[src/rtl/qdv_pkg.sv]
// qdv_pkg: shared types and constants for the quadrature decoder velocity unit
// no dependencies; imported by every module of the block
`timescale 1ns / 1ps

package qdv_pkg;

    // output field format
    localparam int OUT_W    = 32;
    localparam int OUT_FRAC = 16;

    // stream widths
    localparam int S_TDATA_W = 8;
    localparam int M_TDATA_W = 4 * OUT_W;
    localparam int M_TUSER_W = 2;

    // configuration register indexes
    typedef logic [0:0] t_cfg_idx;
    localparam t_cfg_idx CFG_ANGULAR_GAIN = 1'b0;
    localparam t_cfg_idx CFG_LINEAR_GAIN  = 1'b1;

    // decoded item passed from the front end to the velocity back end
    typedef struct packed {
        logic [OUT_W-1:0] position;
        logic [OUT_W-1:0] delta;
        logic             illegal;
        logic             tick;
    } t_item;

    // queue status toward the front end
    typedef struct packed {
        logic full;
        logic empty;
    } t_queue_stat;

endpackage

[src/rtl/qdv_fifo.sv]
// qdv_fifo: short flop queue between front end and back end
// depends on qdv_pkg
`timescale 1ns / 1ps

module qdv_fifo #(
    parameter int DEPTH = 4
) (
    input  logic                i_clk,
    input  logic                i_rst_n,
    input  logic                i_push,
    input  qdv_pkg::t_item      i_item,
    input  logic                i_pop,
    output qdv_pkg::t_item      o_item,
    output qdv_pkg::t_queue_stat o_stat
);
    import qdv_pkg::*;

    localparam int PW = (DEPTH > 1) ? $clog2(DEPTH) : 1;
    localparam int CW = $clog2(DEPTH + 1);

    t_item          r_mem [DEPTH];
    logic [PW-1:0]  r_wr_ptr;
    logic [PW-1:0]  r_rd_ptr;
    logic [CW-1:0]  r_fill;
    logic           do_push;
    logic           do_pop;

    assign do_push = i_push && (r_fill != CW'(DEPTH));
    assign do_pop  = i_pop && (r_fill != '0);

    // storage
    always_ff @(posedge i_clk) begin
        if (do_push) begin
            r_mem[r_wr_ptr] <= i_item;
        end
    end

    // pointers and fill level
    always_ff @(posedge i_clk) begin
        if (!i_rst_n) begin
            r_wr_ptr <= '0;
            r_rd_ptr <= '0;
            r_fill   <= '0;
        end else begin
            if (do_push) begin
                r_wr_ptr <= (r_wr_ptr == PW'(DEPTH - 1)) ? '0 : r_wr_ptr + 1'b1;
            end
            if (do_pop) begin
                r_rd_ptr <= (r_rd_ptr == PW'(DEPTH - 1)) ? '0 : r_rd_ptr + 1'b1;
            end
            if (do_push && !do_pop) begin
                r_fill <= r_fill + 1'b1;
            end else if (do_pop && !do_push) begin
                r_fill <= r_fill - 1'b1;
            end
        end
    end

    assign o_item       = r_mem[r_rd_ptr];
    assign o_stat.full  = (r_fill == CW'(DEPTH));
    assign o_stat.empty = (r_fill == '0);

    // fill level never exceeds the queue depth
    a_fill_bound: assert property (@(posedge i_clk) disable iff (!i_rst_n)
        r_fill <= CW'(DEPTH))
        else $error("queue fill level out of range");

endmodule

[config.mk]
export PLATFORM = sky130hd
export DESIGN_NAME = qdv_fifo
export DESIGN_NICKNAME = d
export VERILOG_FILES = /design/src/rtl/qdv_pkg.sv /design/src/rtl/qdv_fifo.sv
export SDC_FILE = /design/constraint.sdc
export NUM_CORES = 1
export LEC_CHECK = 0
export ABC_AREA = 0
export BUFFER_PORTS_ARGS = -buffer_cell sky130_fd_sc_hd__buf_2
export CAP_MARGIN = 10
export CORE_ASPECT_RATIO = 1.4
export CORE_UTILIZATION = 40
export CTS_CLUSTER_DIAMETER = 100
export DETAILED_ROUTE_END_ITERATION = 16
export GPL_TIMING_DRIVEN = 0
export PLACE_DENSITY = 0.68
export SETUP_SLACK_MARGIN = 0.05
export SLEW_MARGIN = 10
export SYNTH_ARGS = -nofsm -noshare
export SYNTH_HDL_FRONTEND = slang
export SYNTH_SLANG_ARGS = --single-unit
[constraint.sdc]
create_clock -name i_clk -period 6 [get_ports i_clk]
set_clock_uncertainty 0.15 [all_clocks]
set_input_delay 1.2 -clock i_clk [delete_from_list [all_inputs] [get_ports i_clk]]
set_output_delay 1.2 -clock i_clk [all_outputs]
set_load 0.1 [all_outputs]
==> summary.md <==
| Metric | Value |
|---|---|
| Largest net degree at the start of global routing | 43 |
| Worst Setup Start Kind | flip-flop |
| WHS | 0.377 ns |
| Post-route DRC | 0 |
| Worst path required time | 4.65 ns |
| Max Slew Vio Count | 0 |
| Deepest clock path buffer count | 3 |
| Setup TNS | 0 ns |
| Number of flops mapped to enable cells by yosys | 264 |
| Yosys reg bits | 273 |
| Seq/Total Area, Yosys | 81.1% |
| Slowest-stage cell, CP | buf_2 |
| CP dominant cell by count | buf_2 |
| Filler instances | 1977 |
| Port-buffer cells | 137 |
| Min-Delay Path Class | reg -> reg |
| Clk Latency, worst-skew pair | 0.53 ns |
| CTS root buf | clkbuf_16 |
| RSZ-0062 raised after global routing | false |
| Final WL | 17700 µm |
| Post-synth net total | 472 |
| DR iter-0 viols | 235 |
| Final non-filler cell total | 900 |
| H-tree levels | 1 |
| Initial antenna violation count | 1 |
| Relative slew margins | 56.5% |
| Die Ht | 189 µm |
| Asr flop ratio synth | 0% |
| Global-route wire length before repair | 27600 µm |
| Fmax achieved | 282 MHz |
| Row Count | 68 |
| Post-synth cell types | 24 |
| CTS tree | built |
| DR pass1 iterations | 5 |
| WS Path Type | reg -> out |
| GR Overflow Total | 0 |
| Width of the die | 136 µm |
| Most common cell in the netlist | edfxtp_1 |
| Die Area | 25600 µm² |
| Vias in the first global route | 5009 |
| Syn-to-layout area delta | 20.3% |
| Initial Util | 40.6% |
| Main flop type after synthesis | edfxtp_1 |
| Mapped cell area | 9990 µm² |
| Total of max-cap violations | 0 |
| Worst path cell trace | buf_2 -> buf_2 -> mux4_2 -> buf_2 |
| Buf/Inv on CP | 3 |
| Period utilization | 59.0% |
| Outcome | completed |
| Placeable Area | 24600 µm² |
| Final net count | 641 |
| Vias/cell | 5.03 |
| Detailed placer's ending HPWL | 11300 µm |
| Multi-input gate area | 1770 µm² |
| Ports | 138 |
| Largest fanout on the critical path | 10 |
| Vias | 4525 |
| Crit path max-delay family | buffers and inverters |
| Routability cong. | 0.678 |
| Worst Tran Pin Value | 0.653 ns |
| CTS resizes | 0 |
| # Post-CTS Setup Buffers | 0 |
| Crit path capture type | output pin |
| Largest area contributor in the netlist | edfxtp_1 |
| Final ANT Viol Nets | 0 |
| Final Critical Period | 3.54 ns |
| Hold_buf cts | 0 |
| Synth top area cells | edfxtp_1 (79%), mux4_2 (15%), dfxtp_1 (1.8%) |
| Clock transition at path regs | 0.07 ns |
| Layout cells sized above 1 | 45.4% |
| Register Area | 8110 µm² |
| Post-synthesis average cell area | 25.3 µm² |
| CTS Buf Count | 26 |
| Crit path largest cell delay | 0.44 ns |
| Placed cells | 851 |
| Cells after Synth | 395 |
| Arrival time worst endpoint | 2.19 ns |
| Count of final hold-check violations | 0 |
| YS warnings | 0 |
| Final setup viols | 0 |
| Total global-route track usage | 14.2% |
| Drt wl/cell | 19.6 µm |
| Top cells by count, synth | edfxtp_1 (264), mux4_2 (66), dfxtp_1 (9) |
| Layout Utilization | 48.9% |
| Share of the synthesized area in the top cell type | 79.3% |
| # clock sinks | 273 |
## area by class of cell
| cell class | count | area share [%] |
|---|---|---|
| multi-input cells | 103 | 14.7 |
| repair buffers | 141 | 6.62 |
| flip-flops and latches | 273 | 67.4 |
| inverters | 3 | 0.0936 |
| clock inverters | 18 | 1.19 |
| plain buffers | 16 | 0.936 |
| clock buffers | 30 | 5.71 |
| well taps | 315 | 3.28 |
| diodes | 1 | 0.0208 |
## per-stage QoR
stage / area (µm²) / worst slack, ns
floorplan: 9990 / 1.50
detailed placement: 11200 / 2.83
global placement: 11100 / 1.03
finish: 12000 / 2.46
CTS: 12000 / 2.39
global route: 12000 / 2.33
## final timing paths
check                                         startpoint                       end  slack, ns  depth (start not counted)
worst max register to register    r_fill[0]$_SDFFE_PN0P_    r_fill[2]$_SDFFE_PN0P_       3.38                          7
worst min register to register  r_wr_ptr[1]$_SDFFE_PN0P_  r_wr_ptr[1]$_SDFFE_PN0P_       0.38                          2
worst max-delay path                           flip-flop                o_item[32]       2.46                          4
worst min-delay path            r_wr_ptr[1]$_SDFFE_PN0P_  r_wr_ptr[1]$_SDFFE_PN0P_       0.38                          2
## cells by family after synthesis
logic type	after synthesis	synth area share (%)
flip-flops	273	81.1
multiplexers	69	15.2
AND/OR/NAND/NOR	20	1.03
buffers and inverters	19	1.24
adder cells (fa/ha/maj)	7	0.952
AO/OA/AOI/OAI	5	0.301
XOR/XNOR	2	0.175
## worst min-delay path, cell delays in order, from the launching register on
cell	delay [ns]
dfxtp_1	0.34
nand2_1	0.07
mux2i_1	0.07
## layer usage
layer	up-vias	GRT usage, %	wire length, µm	share of wire, %
met5	-	0	0	0
met4	0	4.32	383	2.2
met3	34	2.89	983	5.6
met2	121	25.9	9490	54
met1	2347	16.5	6810	39
li1	2023	-	-	-
## flip-flops by register name, summed over array words and instances, names as in the netlist, named ones only
signal    count
r_rd_ptr      2
r_fill        3
r_mem       264
r_wr_ptr      2
## layout by cell type, fill, tap and decap left out, types with 2 or more instances in the layout
| master | n |
|---|---|
| o21ai_0 | 3 |
| and2_4 | 4 |
| clkinv_2 | 9 |
| nand2_1 | 6 |
| clkinvlp_4 | 3 |
| buf_6 | 5 |
| buf_16 | 4 |
| edfxtp_1 | 264 |
| nor2_1 | 2 |
| clkbuf_1 | 6 |
| mux2i_1 | 3 |
| buf_2 | 143 |
| inv_1 | 3 |
| mux4_2 | 66 |
| nor2b_1 | 2 |
| clkinv_1 | 4 |
| buf_4 | 2 |
| ha_1 | 6 |
| dfxtp_1 | 9 |
| nand3_1 | 2 |
| bufinv_16 | 2 |
| clkbuf_16 | 27 |
Power is not shown: default switching activity piles up to over one toggle a cycle in this logic, so the estimate is an artifact.
