## src/rtl/qdv_pkg.sv

```systemverilog
// qdv_pkg: shared types and constants for the quadrature decoder velocity unit
// no dependencies; imported by every module of the block
`timescale 1ns / 1ps

package qdv_pkg;

    // output field format
    localparam int OUT_W    = 32;
    localparam int OUT_FRAC = 16;

    // stream widths
    localparam int S_TDATA_W = 8;
    localparam int M_TDATA_W = 4 * OUT_W;
    localparam int M_TUSER_W = 2;

    // configuration register indexes
    typedef logic [0:0] t_cfg_idx;
    localparam t_cfg_idx CFG_ANGULAR_GAIN = 1'b0;
    localparam t_cfg_idx CFG_LINEAR_GAIN  = 1'b1;

    // decoded item passed from the front end to the velocity back end
    typedef struct packed {
        logic [OUT_W-1:0] position;
        logic [OUT_W-1:0] delta;
        logic             illegal;
        logic             tick;
    } t_item;

    // queue status toward the front end
    typedef struct packed {
        logic full;
        logic empty;
    } t_queue_stat;

endpackage

```

## src/rtl/qdv_front.sv

```systemverilog
// qdv_front: x4 edge decode, position count and per-tick delta capture
// depends on qdv_pkg
`timescale 1ns / 1ps

module qdv_front #(
    parameter int COUNT_WIDTH = 32
) (
    input  logic           i_clk,
    input  logic           i_rst_n,
    input  logic           i_accept,
    input  logic           i_pin_a,
    input  logic           i_pin_b,
    input  logic           i_velocity_tick,
    output qdv_pkg::t_item o_item
);
    import qdv_pkg::*;

    localparam int EW = (COUNT_WIDTH > OUT_W) ? COUNT_WIDTH : OUT_W + 1;

    logic                   r_level_a;
    logic                   r_level_b;
    logic [COUNT_WIDTH-1:0] r_count;
    logic [COUNT_WIDTH-1:0] r_last;
    logic [OUT_W-1:0]       r_delta_hold;

    logic                   ch_a;
    logic                   ch_b;
    logic                   illegal;
    logic [COUNT_WIDTH-1:0] n_count;
    logic [COUNT_WIDTH-1:0] diff;
    logic signed [EW-1:0]   diff_ext;
    logic signed [EW-1:0]   pos_ext;
    logic                   diff_fits;
    logic [OUT_W-1:0]       delta_sat;
    logic [OUT_W-1:0]       n_delta;

    // edge classification and direction
    always_comb begin
        ch_a    = i_pin_a ^ r_level_a;
        ch_b    = i_pin_b ^ r_level_b;
        illegal = ch_a & ch_b;
        n_count = r_count;
        if (!illegal && ch_a) begin
            n_count = (i_pin_a != r_level_b) ? r_count + 1'b1 : r_count - 1'b1;
        end else if (!illegal && ch_b) begin
            n_count = (r_level_a == i_pin_b) ? r_count + 1'b1 : r_count - 1'b1;
        end
    end

    // delta since last tick, saturated to 32 bit signed
    always_comb begin
        diff      = n_count - r_last;
        diff_ext  = EW'($signed(diff));
        pos_ext   = EW'($signed(n_count));
        diff_fits = (&diff_ext[EW-1:OUT_W-1]) | ~(|diff_ext[EW-1:OUT_W-1]);
        if (diff_fits) begin
            delta_sat = diff_ext[OUT_W-1:0];
        end else if (diff_ext[EW-1]) begin
            delta_sat = {1'b1, {(OUT_W-1){1'b0}}};
        end else begin
            delta_sat = {1'b0, {(OUT_W-1){1'b1}}};
        end
        n_delta = i_velocity_tick ? delta_sat : r_delta_hold;
    end

    // state update on each accepted item
    always_ff @(posedge i_clk) begin
        if (!i_rst_n) begin
            r_level_a    <= 1'b0;
            r_level_b    <= 1'b0;
            r_count      <= '0;
            r_last       <= '0;
            r_delta_hold <= '0;
        end else if (i_accept) begin
            r_level_a    <= i_pin_a;
            r_level_b    <= i_pin_b;
            r_count      <= n_count;
            r_delta_hold <= n_delta;
            if (i_velocity_tick) begin
                r_last <= n_count;
            end
        end
    end

    // item toward the queue
    always_comb begin
        o_item.position = pos_ext[OUT_W-1:0];
        o_item.delta    = n_delta;
        o_item.illegal  = illegal;
        o_item.tick     = i_velocity_tick;
    end

    // an illegal transition leaves the count alone
    a_illegal_holds: assert property (@(posedge i_clk) disable iff (!i_rst_n)
        i_accept && illegal |=> r_count == $past(r_count))
        else $error("count moved on illegal transition");

    // a tick restarts the delta interval at the current count
    a_tick_rebase: assert property (@(posedge i_clk) disable iff (!i_rst_n)
        i_accept && i_velocity_tick |=> r_last == r_count)
        else $error("tick did not rebase interval");

endmodule

```

## config.mk

```make
export PLATFORM = sky130hd
export DESIGN_NAME = qdv_front
export DESIGN_NICKNAME = d
export VERILOG_FILES = /design/src/rtl/qdv_pkg.sv /design/src/rtl/qdv_front.sv
export SDC_FILE = /design/constraint.sdc
export NUM_CORES = 1
export LEC_CHECK = 0
export ABC_AREA = 1
export ABC_CLOCK_PERIOD_IN_PS = 8650
export BUFFER_PORTS_ARGS = -buffer_cell sky130_fd_sc_hd__buf_4
export CORE_UTILIZATION = 30
export CTS_BUF_LIST = sky130_fd_sc_hd__clkbuf_8
export DETAILED_ROUTE_END_ITERATION = 12
export PLACE_DENSITY = 0.46
export REMOVE_ABC_BUFFERS = 1
export SLEW_MARGIN = 40
export SYNTH_ARGS = -nofsm -noshare
export SYNTH_HDL_FRONTEND = slang
export SYNTH_SLANG_ARGS = --single-unit
```

## constraint.sdc

```tcl
create_clock -name i_clk -period 8.65 [get_ports i_clk]
set_input_delay 0.865 -clock i_clk [delete_from_list [all_inputs] [get_ports i_clk]]
set_output_delay 0.865 -clock i_clk [all_outputs]
set_load 0.03 [all_outputs]
```

==> summary.txt <==
Clock skew: 28.1 ps
Mapped Avg Cell Area: 5.88 µm²
Final cycle utilization of the critical path: 0.681
TritonCTS Buffers: 9
Vias: 8995
# nets final: 1497
Worst-Margin Slew: 663 ps
Initial Util: 0.305
Clock Latency Late Sink: 390 ps
Ys Warns: 0
DRT iter0 DRCs: 669
Crit path max-delay family: compound AO/OA/AOI/OAI gates
Req. time, crit path: 7790 ps
Leak: 4.48 nW
Clock tree root buffer cell: clkbuf_8
Critical path buffers and inverters: 7
CP Max Fanout: 14
Die area: 28800 µm²
Post-synth top area share: 0.232
Max incr delay on CP: 550 ps
Vias/cell: 4.89
Finish-stage setup viols: 0
Fmax: 170 MHz
Synthesized area: 8450 µm²
Antenna violations before repair: 0
CTS Sinks: 98
Pins Over Slew Limit: 0
Post-cts repair resize count: 0
Routed wire length: 29500 µm
Post-DP Area: 9170 µm²
Number of remaining DRC errors: 0
CP max-delay cell: o311ai_1
Setup bufs post-CTS: 0
Die Y: 170 µm
Top area cells in the synthesized netlist: dfxtp_1 (23%), nand2_1 (15%), inv_1 (9.6%), o21ai_0 (7.9%), nor2_1 (7.4%)
Synth area leader: dfxtp_1
Worst setup margin: 2760 ps
Status: finished clean
Crit path cell chain: buf_4 -> xnor2_1 -> nand2_2 -> inv_2 -> nand2_1 -> nand2_2 -> inv_1 -> o311ai_1 -> inv_1 -> ha_1 -> nand2_1 -> inv_1 -> a21oi_1 -> o21bai_1 -> a21oi_1 -> o21ai_0 -> inv_1 -> nand2_1 -> a31oi_1 -> buf_4
Layout Area Growth over Synthesis: 11.0%
Max-slew headroom: 0.551
Vias in the first global route: 8276
Largest net degree at the start of global routing: 99
GRT overflow: 0
Fin util: 0.338
Maximum clock path buffer count: 2
CP Launch Type: input pin
CTS tree: yes
Ports: 72
Top-count cell post-synth: nand2_1
Filler cells: 3116
IO Port Bufs: 71
Width of the chip: 170 µm
DRT antenna net count: 0
CP most frequent cell: inv_1
Clk slew on worst S/H paths: 100 ps
Area of the multi-input gates: 5340 µm²
Crit path DAT: 5030 ps
Hold_buf cts: 0
Crit. End Element: output port
Synth top cells by count: nand2_1 (329), inv_1 (215), nor2_1 (166)
Worst vdd rail ir drop: 0.0818 mV
Core area: 27700 µm²
Tightest Hold Check Type: flip-flop to flip-flop
Fin. Hold Viols: 0
DP Wirelength: 23000 µm
CP Class: input pin to output port
Register area share after synthesis: 0.232
Gpl congestion: 0.910
Num rows: 61
H-tree Lvls: 3
Reg area: 1960 µm²
Post-route cell area: 9370 µm²
First-pass GRT wire length: 46300 µm
RSZ-0062 raised after global routing: no
Seq cells post-synth: 98
Setup tns final: 0 ps
Max-cap violations: 0
Fraction of layout cells with a size suffix above 1: 0.0855
Synth cell types: 53
Pre-Repair DR Iteration Count: 5
Dpl ws: 2790 ps
Pwr Density: 245 nW/µm²
Main synth FF type: dfxtp_1
Post-synth EDFFs: 0
N_diodes: 0
DR WL/cell: 16.0 µm
All-Layer GR Usage: 0.208
Mapped Cells: 1437
Min cycle time layout: 5890 ps
Asr flop ratio synth: 0
-- tightest hold or removal path: cells and delay by family (launching register included) --
kind | cells | cell delay (ps)
AO/OA/AOI/OAI | 1 | 50
AND/OR/NAND/NOR | 1 | 60
flip-flops | 1 | 320
-- power by group --
| part | total, mW | internal (mW) | leakage, nW | switching (mW) |
|---|---|---|---|---|
| clock network | 0.327 | 0.143 | 0.102 | 0.184 |
| registers | 0.551 | 0.498 | 0.810 | 0.0531 |
| logic | 1.42 | 0.452 | 3.57 | 0.967 |
| total | 2.30 | 1.09 | 4.48 | 1.20 |
-- layout make-up --
type | count | area share
timing repair buffer | 75 | 0.0605
clock inverter | 6 | 0.00694
sequential | 98 | 0.209
multi-input combinational | 1052 | 0.570
inverter | 221 | 0.0885
tap | 378 | 0.0505
clock buffer | 10 | 0.0147
-- logic make-up after synthesis --
group,Yosys count,share of synthesized area
simple gates,651,0.322
xor+xnor,44,0.0465
compound gates,323,0.212
fa+ha+maj,34,0.0513
buf+inv,287,0.136
flops,98,0.232
-- final timing paths --
| kind | slack [ps] | cells after the start | from | endpoint |
|---|---|---|---|---|
| setup / recovery | 2760 | 20 | i_pin_a | o_item[19] |
| hold / removal | 470 | 2 | r_delta_hold[6] | r_delta_hold[6] |
| setup reg to reg | 4260 | 20 | r_level_a | r_delta_hold[29] |
| hold reg to reg | 470 | 2 | r_delta_hold[6] | r_delta_hold[6] |
-- metrics by stage --
| step | power (mW) | cells | hold slack [ps] |
|---|---|---|---|
| floorplan | 1.50 | 1371 | 445 |
| CTS | 2.32 | 1840 | 472 |
| finish | 2.30 | 1840 | 470 |
| detailed placement | 1.98 | 1824 | 456 |
| global placement | 1.97 | 1824 | 452 |
| global route | 2.49 | 1840 | 484 |
-- per-layer routing --
| layer | track usage | routed length, µm | vias up |
|---|---|---|---|
| li1 | - | - | 4674 |
| met1 | 0.298 | 15200 | 4147 |
| met2 | 0.325 | 12700 | 151 |
| met3 | 0.0198 | 879 | 23 |
| met4 | 0.0666 | 745 | 0 |
| met5 | 0 | 0 | - |
-- placed cells by master, fill, tap and decap left out, types with 16 or more instances in the layout --
master	Yosys	layout
a21oi_1	122	122
buf_4	8	74
dfxtp_1	98	98
ha_1	33	33
inv_1	215	215
nand2_1	329	328
nand3_1	96	96
nand4_1	16	16
nor2_1	166	166
nor3_1	16	16
o21ai_0	134	134
xor2_1	33	33
-- state kept, by name, indices dropped and copies added, names as in the netlist --
register	cells
r_last	32
r_level_b	1
r_level_a	1
r_count	32
r_delta_hold	32
Note: power is estimated with default switching activity, not from simulation.
